### src/rtl/double_ended_queue_unit_macros.svh
// Assertion macros shared by the deque unit.
// Every property is sampled on the rising edge of clk and is disabled while rst_n is low.
`ifndef DOUBLE_ENDED_QUEUE_UNIT_MACROS_SVH
`define DOUBLE_ENDED_QUEUE_UNIT_MACROS_SVH

`ifndef SYNTHESIS

// Checks a property on every clock edge outside reset.
`define DEQU_ASSERT(label, prop, msg) \
    label: assert property (@(posedge clk) disable iff (!rst_n) (prop)) else $error(msg);

// Checks that a condition never holds outside reset.
`define DEQU_ASSERT_NEVER(label, cond, msg) \
    label: assert property (@(posedge clk) disable iff (!rst_n) !(cond)) else $error(msg);

`else

`define DEQU_ASSERT(label, prop, msg)
`define DEQU_ASSERT_NEVER(label, cond, msg)

`endif

`endif

### src/rtl/deq_pkg.sv
`timescale 1ns / 1ps

package deq_pkg;

    // Storage geometry. DEPTH is a power of two, so the slot indices wrap by truncation.
    localparam int DEPTH      = 128;
    localparam int DATA_WIDTH = 32;
    localparam int ADDR_W     = $clog2(DEPTH);
    localparam int COUNT_W    = $clog2(DEPTH + 1);
    localparam int CMD_W      = 3;

    // Command codes of the request channel.
    localparam logic [CMD_W-1:0] CMD_PUSH_FRONT = 3'd0;
    localparam logic [CMD_W-1:0] CMD_PUSH_BACK  = 3'd1;
    localparam logic [CMD_W-1:0] CMD_POP_FRONT  = 3'd2;
    localparam logic [CMD_W-1:0] CMD_POP_BACK   = 3'd3;
    localparam logic [CMD_W-1:0] CMD_PEEK_FRONT = 3'd4;
    localparam logic [CMD_W-1:0] CMD_PEEK_BACK  = 3'd5;

    // Request payload.
    typedef struct packed {
        logic [CMD_W-1:0]             cmd;
        logic signed [DATA_WIDTH-1:0] push_value;
    } deq_req_t;

    // Response payload.
    typedef struct packed {
        logic signed [DATA_WIDTH-1:0] read_data;
        logic                         read_valid;
        logic [COUNT_W-1:0]           element_count;
        logic                         is_empty;
        logic                         rejected;
    } deq_rsp_t;

    // Operation that the datapath carries out. Rejected and unused commands become OP_NOP.
    typedef enum logic [2:0] {
        OP_NOP,
        OP_PUSH_FRONT,
        OP_PUSH_BACK,
        OP_POP_FRONT,
        OP_POP_BACK,
        OP_PEEK_FRONT,
        OP_PEEK_BACK
    } deq_op_t;

    // Controller states.
    typedef enum logic {
        ST_IDLE,
        ST_RESP
    } deq_state_t;

    // Commands from the controller to the datapath.
    typedef struct packed {
        logic    load;
        deq_op_t op;
        logic    reject;
    } deq_ctl_t;

    // Status from the datapath to the controller.
    typedef struct packed {
        logic full;
        logic empty;
    } deq_stat_t;

endpackage

### src/rtl/deq_controller.sv
`timescale 1ns / 1ps

module deq_controller
    import deq_pkg::*;
(
    input  logic             clk,
    input  logic             rst_n,
    input  logic             req_valid,
    output logic             req_stall,
    input  logic [CMD_W-1:0] req_cmd,
    output logic             rsp_valid,
    input  logic             rsp_stall,
    input  deq_stat_t        stat,
    output deq_ctl_t         ctl
);

    deq_state_t state_reg;
    deq_state_t state_next;

    // State register.
    always_ff @(posedge clk or negedge rst_n)
    begin
        if (!rst_n)
        begin
            state_reg <= ST_IDLE;
        end
        else
        begin
            state_reg <= state_next;
        end
    end

    // Next state, handshake outputs and command decode.
    always_comb
    begin
        state_next = state_reg;
        req_stall  = (state_reg != ST_IDLE);
        rsp_valid  = (state_reg == ST_RESP);
        ctl        = '{load: 1'b0, op: OP_NOP, reject: 1'b0};

        unique case (state_reg)
            ST_IDLE:
            begin
                if (req_valid)
                begin
                    ctl.load   = 1'b1;
                    state_next = ST_RESP;

                    // A push needs room; a pop or peek needs a stored word.
                    unique case (req_cmd)
                        CMD_PUSH_FRONT:
                        begin
                            if (stat.full) ctl.reject = 1'b1;
                            else           ctl.op     = OP_PUSH_FRONT;
                        end
                        CMD_PUSH_BACK:
                        begin
                            if (stat.full) ctl.reject = 1'b1;
                            else           ctl.op     = OP_PUSH_BACK;
                        end
                        CMD_POP_FRONT:
                        begin
                            if (stat.empty) ctl.reject = 1'b1;
                            else            ctl.op     = OP_POP_FRONT;
                        end
                        CMD_POP_BACK:
                        begin
                            if (stat.empty) ctl.reject = 1'b1;
                            else            ctl.op     = OP_POP_BACK;
                        end
                        CMD_PEEK_FRONT:
                        begin
                            if (stat.empty) ctl.reject = 1'b1;
                            else            ctl.op     = OP_PEEK_FRONT;
                        end
                        CMD_PEEK_BACK:
                        begin
                            if (stat.empty) ctl.reject = 1'b1;
                            else            ctl.op     = OP_PEEK_BACK;
                        end
                        default:
                        begin
                            ctl.op = OP_NOP;
                        end
                    endcase
                end
            end
            ST_RESP:
            begin
                if (!rsp_stall)
                begin
                    state_next = ST_IDLE;
                end
            end
            default:
            begin
                state_next = ST_IDLE;
            end
        endcase
    end

endmodule

### config.mk
export PLATFORM = sky130hd
export DESIGN_NAME = deq_controller
export DESIGN_NICKNAME = d
export VERILOG_FILES = /design/src/rtl/double_ended_queue_unit_macros.svh /design/src/rtl/deq_pkg.sv /design/src/rtl/deq_controller.sv
export SDC_FILE = /design/constraint.sdc
export NUM_CORES = 1
export LEC_CHECK = 0
export BUFFER_PORTS_ARGS = -buffer_cell sky130_fd_sc_hd__buf_2
export CORE_AREA = 2 2 39 41
export CTS_CLUSTER_SIZE = 12
export DETAILED_ROUTE_END_ITERATION = 10
export DIE_AREA = 0 0 41 43
export GPL_ROUTABILITY_DRIVEN = 0
export SETUP_SLACK_MARGIN = 0.05
export SLEW_MARGIN = 0
export SYNTH_ARGS = -nofsm -noshare
export SYNTH_HDL_FRONTEND = slang
export SYNTH_SLANG_ARGS = --single-unit
### constraint.sdc
create_clock -name clk -period 1 [get_ports clk]
set_input_delay 0.05 -clock clk [delete_from_list [all_inputs] [get_ports clk]]
set_output_delay 0.05 -clock clk [all_outputs]
set_load 0.005 [all_outputs]
==> impl_metrics.prom <==
# TYPE chip_impl_metric gauge
chip_impl_metric{name="timing.critical_path.required",unit="ns"} 0.95
chip_impl_metric{name="nNetsFinal",unit=""} 50
chip_impl_info{name="rsz0062_at_grt",value="true"} 1
chip_impl_metric{name="die_height",unit="um"} 43
chip_impl_metric{name="areaGrowthSynthToFinish",unit="%"} 85.8
chip_impl_metric{name="critPathArrivalTime",unit="ns"} 0.82
chip_impl_metric{name="grt_pass1_wl",unit="um"} 655
chip_impl_info{name="cp_common_cell",value="sky130_fd_sc_hd__buf_2"} 1
chip_impl_metric{name="globalRouteOverflowTotal",unit=""} 0
chip_impl_metric{name="grt_antenna_before_repair",unit=""} 0
chip_impl_metric{name="maxSlewViolCount",unit=""} 0
chip_impl_info{name="hold_path_class",value="primary input to flip-flop"} 1
chip_impl_metric{name="postSynthNetCount",unit=""} 31
chip_impl_metric{name="period_share",unit="%"} 87.5
chip_impl_metric{name="timing.max_slew.rel_slack",unit="%"} 83.9
chip_impl_metric{name="worst_clock_skew",unit="ns"} 0
chip_impl_info{name="crit_chain",value="buf_2 -> nor4b_1 -> a31oi_1 -> a21oi_1 -> buf_2"} 1
chip_impl_metric{name="total_track_usage",unit="%"} 4.91
chip_impl_metric{name="synth_cell_types",unit=""} 14
chip_impl_metric{name="placeableCoreArea",unit="um^2"} 1380
chip_impl_metric{name="finalSetupTns",unit="ns"} 0
chip_impl_metric{name="postCtsSetupBuffers",unit=""} 0
chip_impl_metric{name="floorplan.die.width",unit="um"} 41
chip_impl_metric{name="clk_latency",unit="ns"} 0
chip_impl_metric{name="timing.final.hold_violations",unit=""} 0
chip_impl_metric{name="ys_seq_elements",unit=""} 1
chip_impl_metric{name="i_o_pin_count",unit=""} 16
chip_impl_metric{name="syn_avg_cell_area",unit="um^2"} 6.82
chip_impl_metric{name="leakagePower",unit="nW"} 0.152
chip_impl_metric{name="maximum_number_of_pins_on_one_net_before_global_route_repair",unit=""} 7
chip_impl_info{name="setup.worst_path.start_class",value="primary input"} 1
chip_impl_metric{name="cap_viol_max_count",unit=""} 0
chip_impl_metric{name="route.detailed.wl_per_inst",unit="um"} 8.11
chip_impl_metric{name="drt_first_pass_iters",unit=""} 1
chip_impl_metric{name="peakVddDrop",unit="uV"} 213
chip_impl_metric{name="syn-cell-area",unit="um^2"} 150
chip_impl_metric{name="critical_path.max_fanout",unit=""} 5
chip_impl_metric{name="drt.antenna.violating_nets",unit=""} 0
chip_impl_metric{name="power.density_cell_area",unit="nW/um^2"} 623
chip_impl_metric{name="initial_core_util",unit="%"} 10.8
chip_impl_metric{name="max_freq",unit="GHz"} 1.14
chip_impl_metric{name="drt_iter0_drc",unit=""} 0
chip_impl_info{name="worst-setup-path-type",value="primary input to output pin"} 1
chip_impl_metric{name="num_antenna_cells",unit=""} 0
chip_impl_metric{name="syn-instance-count",unit=""} 22
chip_impl_info{name="critical_path.endpoint_type",value="output pin"} 1
chip_impl_metric{name="placement.cell_area",unit="um^2"} 253
chip_impl_metric{name="synth.yosys.seq_area_share",unit="%"} 16.7
chip_impl_info{name="timing.critical_path.slowest_stage_cell",value="sky130_fd_sc_hd__nor4b_1"} 1
chip_impl_metric{name="detailed_place_hpwl",unit="um"} 369
chip_impl_info{name="run_status",value="finished clean"} 1
chip_impl_metric{name="worst_pin_slew",unit="ns"} 0.238
chip_impl_metric{name="clock_pin_slew_worst_setup_and_hold_paths",unit="ns"} 0
chip_impl_metric{name="vias_per_cell",unit=""} 4.02
chip_impl_metric{name="post_route_cells_drive_above_1_share",unit="%"} 56.4
chip_impl_metric{name="numPortBuffers",unit=""} 15
chip_impl_metric{name="largest_register_ff_count",unit=""} 1
chip_impl_metric{name="die_area",unit="um^2"} 1760
chip_impl_metric{name="report.final.setup_viol",unit=""} 0
chip_impl_metric{name="rows",unit=""} 14
chip_impl_metric{name="crit_path_largest_cell_delay",unit="ns"} 0.29
chip_impl_metric{name="ys_warn_count",unit=""} 0
chip_impl_metric{name="drc_errors",unit=""} 0
chip_impl_metric{name="period_minus_slack",unit="ns"} 0.875
chip_impl_metric{name="postLayoutCellArea",unit="um^2"} 279
chip_impl_metric{name="grt_pass1_vias",unit=""} 163
chip_impl_metric{name="total_via_count_in_the_routed_design",unit=""} 221
chip_impl_metric{name="detail_route.wirelength",unit="um"} 446
## power by group
part / total, mW / leakage [nW] / switching, mW / internal [mW]
sequential: 0.0505 / 0.0120 / 0.00324 / 0.0472
combinational: 0.123 / 0.140 / 0.0542 / 0.0692
clock: 0 / 0 / 0 / 0
## metrics by stage
stage	worst slack, ns	utilization, %	power, mW	instances	hold WS, ns
floorplan	0.133	-	0.102	22	-0.246
global placement	0.0593	18.3	0.158	54	-0.174
detailed placement	0.0342	18.3	0.159	54	-0.172
CTS	0.0517	19.3	0.165	55	0.260
global route	0.0336	20.2	0.189	55	0.280
finish	0.125	20.2	0.174	55	0.256
## cells by family (layout without fill, tap and decap cells)
kind of cell	count (synthesis)	after routing	share of synthesized area, %
DFF	1	1	16.7
buffers and inverters	3	20	10.0
AOI/OAI and AO/OA	4	4	16.7
and+or+nand+nor	12	12	43.3
muxes	2	2	13.3
## cell usage after synthesis
library cell                number  area (um^2)
sky130_fd_sc_hd__nor3_1          2         10.0
sky130_fd_sc_hd__dfrtp_1         1         25.0
sky130_fd_sc_hd__a21oi_1         2         10.0
sky130_fd_sc_hd__a31oi_1         1         6.26
sky130_fd_sc_hd__and2b_2         1         8.76
sky130_fd_sc_hd__nor2b_2         1         8.76
sky130_fd_sc_hd__a2bb2oi_1       1         8.76
sky130_fd_sc_hd__inv_1           2         7.51
sky130_fd_sc_hd__nand2_1         3         11.3
sky130_fd_sc_hd__nor2_1          3         11.3
sky130_fd_sc_hd__buf_4           1         7.51
sky130_fd_sc_hd__nor4b_1         1         8.76
sky130_fd_sc_hd__mux2i_1         2         20.0
sky130_fd_sc_hd__nand2b_1        1         6.26
## metal layers
metal	GRT usage, %	vias to the layer above	share of wire [%]
li1	-	110	-
met1	7.03	99	44
met2	8.44	12	45
met3	0	0	11
met4	0	0	0
met5	0	-	0
## path summary, 6_finish.rpt
check | start | to | slack, ns | depth (start not counted)
max in group asynchronous | rst_n | req_stall | 0.55 | 2
worst min register to register | req_stall | req_stall | 0.58 | 3
min in group asynchronous | rst_n | req_stall | 0.36 | 2
worst max-delay path | req_cmd[2] | ctl[2] | 0.13 | 5
worst max register to register | req_stall | req_stall | 0.23 | 3
worst min-delay path | rsp_stall | req_stall | 0.26 | 3
## worst max-delay path: cells and delay by family
family / cells / cell delay (ns)
AO/OA/AOI/OAI: 2 / 0.23
AND/OR/NAND/NOR: 1 / 0.29
buffers and inverters: 2 / 0.26
## placed cells by master (no fill, tap or decap)
cell type and instances:
sky130_fd_sc_hd__nand2b_4 1, sky130_fd_sc_hd__a2bb2oi_1 1, sky130_fd_sc_hd__inv_1 2, sky130_fd_sc_hd__nor3_2 1, sky130_fd_sc_hd__nor3_1 1, sky130_fd_sc_hd__dfrtp_1 1
sky130_fd_sc_hd__buf_2 15, sky130_fd_sc_hd__mux2i_2 1, sky130_fd_sc_hd__and2b_2 1, sky130_fd_sc_hd__nor4b_1 1, sky130_fd_sc_hd__a31oi_1 1, sky130_fd_sc_hd__nor2b_2 1
sky130_fd_sc_hd__nor2_1 3, sky130_fd_sc_hd__buf_4 2, sky130_fd_sc_hd__nand2_1 3, sky130_fd_sc_hd__mux2i_1 1, sky130_fd_sc_hd__a21oi_1 2, sky130_fd_sc_hd__dlygate4sd3_1 1
## cell type report
cell class / instances / area [um^2]
fillers: 161 / 1100
inverters: 2 / 7.51
multi-input cells: 18 / 126
flip-flops and latches: 1 / 25.0
well taps: 16 / 20.0
repair buffers: 18 / 100
## timing repair
item,CTS,global route
hold buffers,1,0
pin swaps,0,0
endpoints found under the setup margin,1,5
gates resized for setup,1,3
endpoints found under the hold margin,1,0
Note: power is estimated with default switching activity, not from simulation.
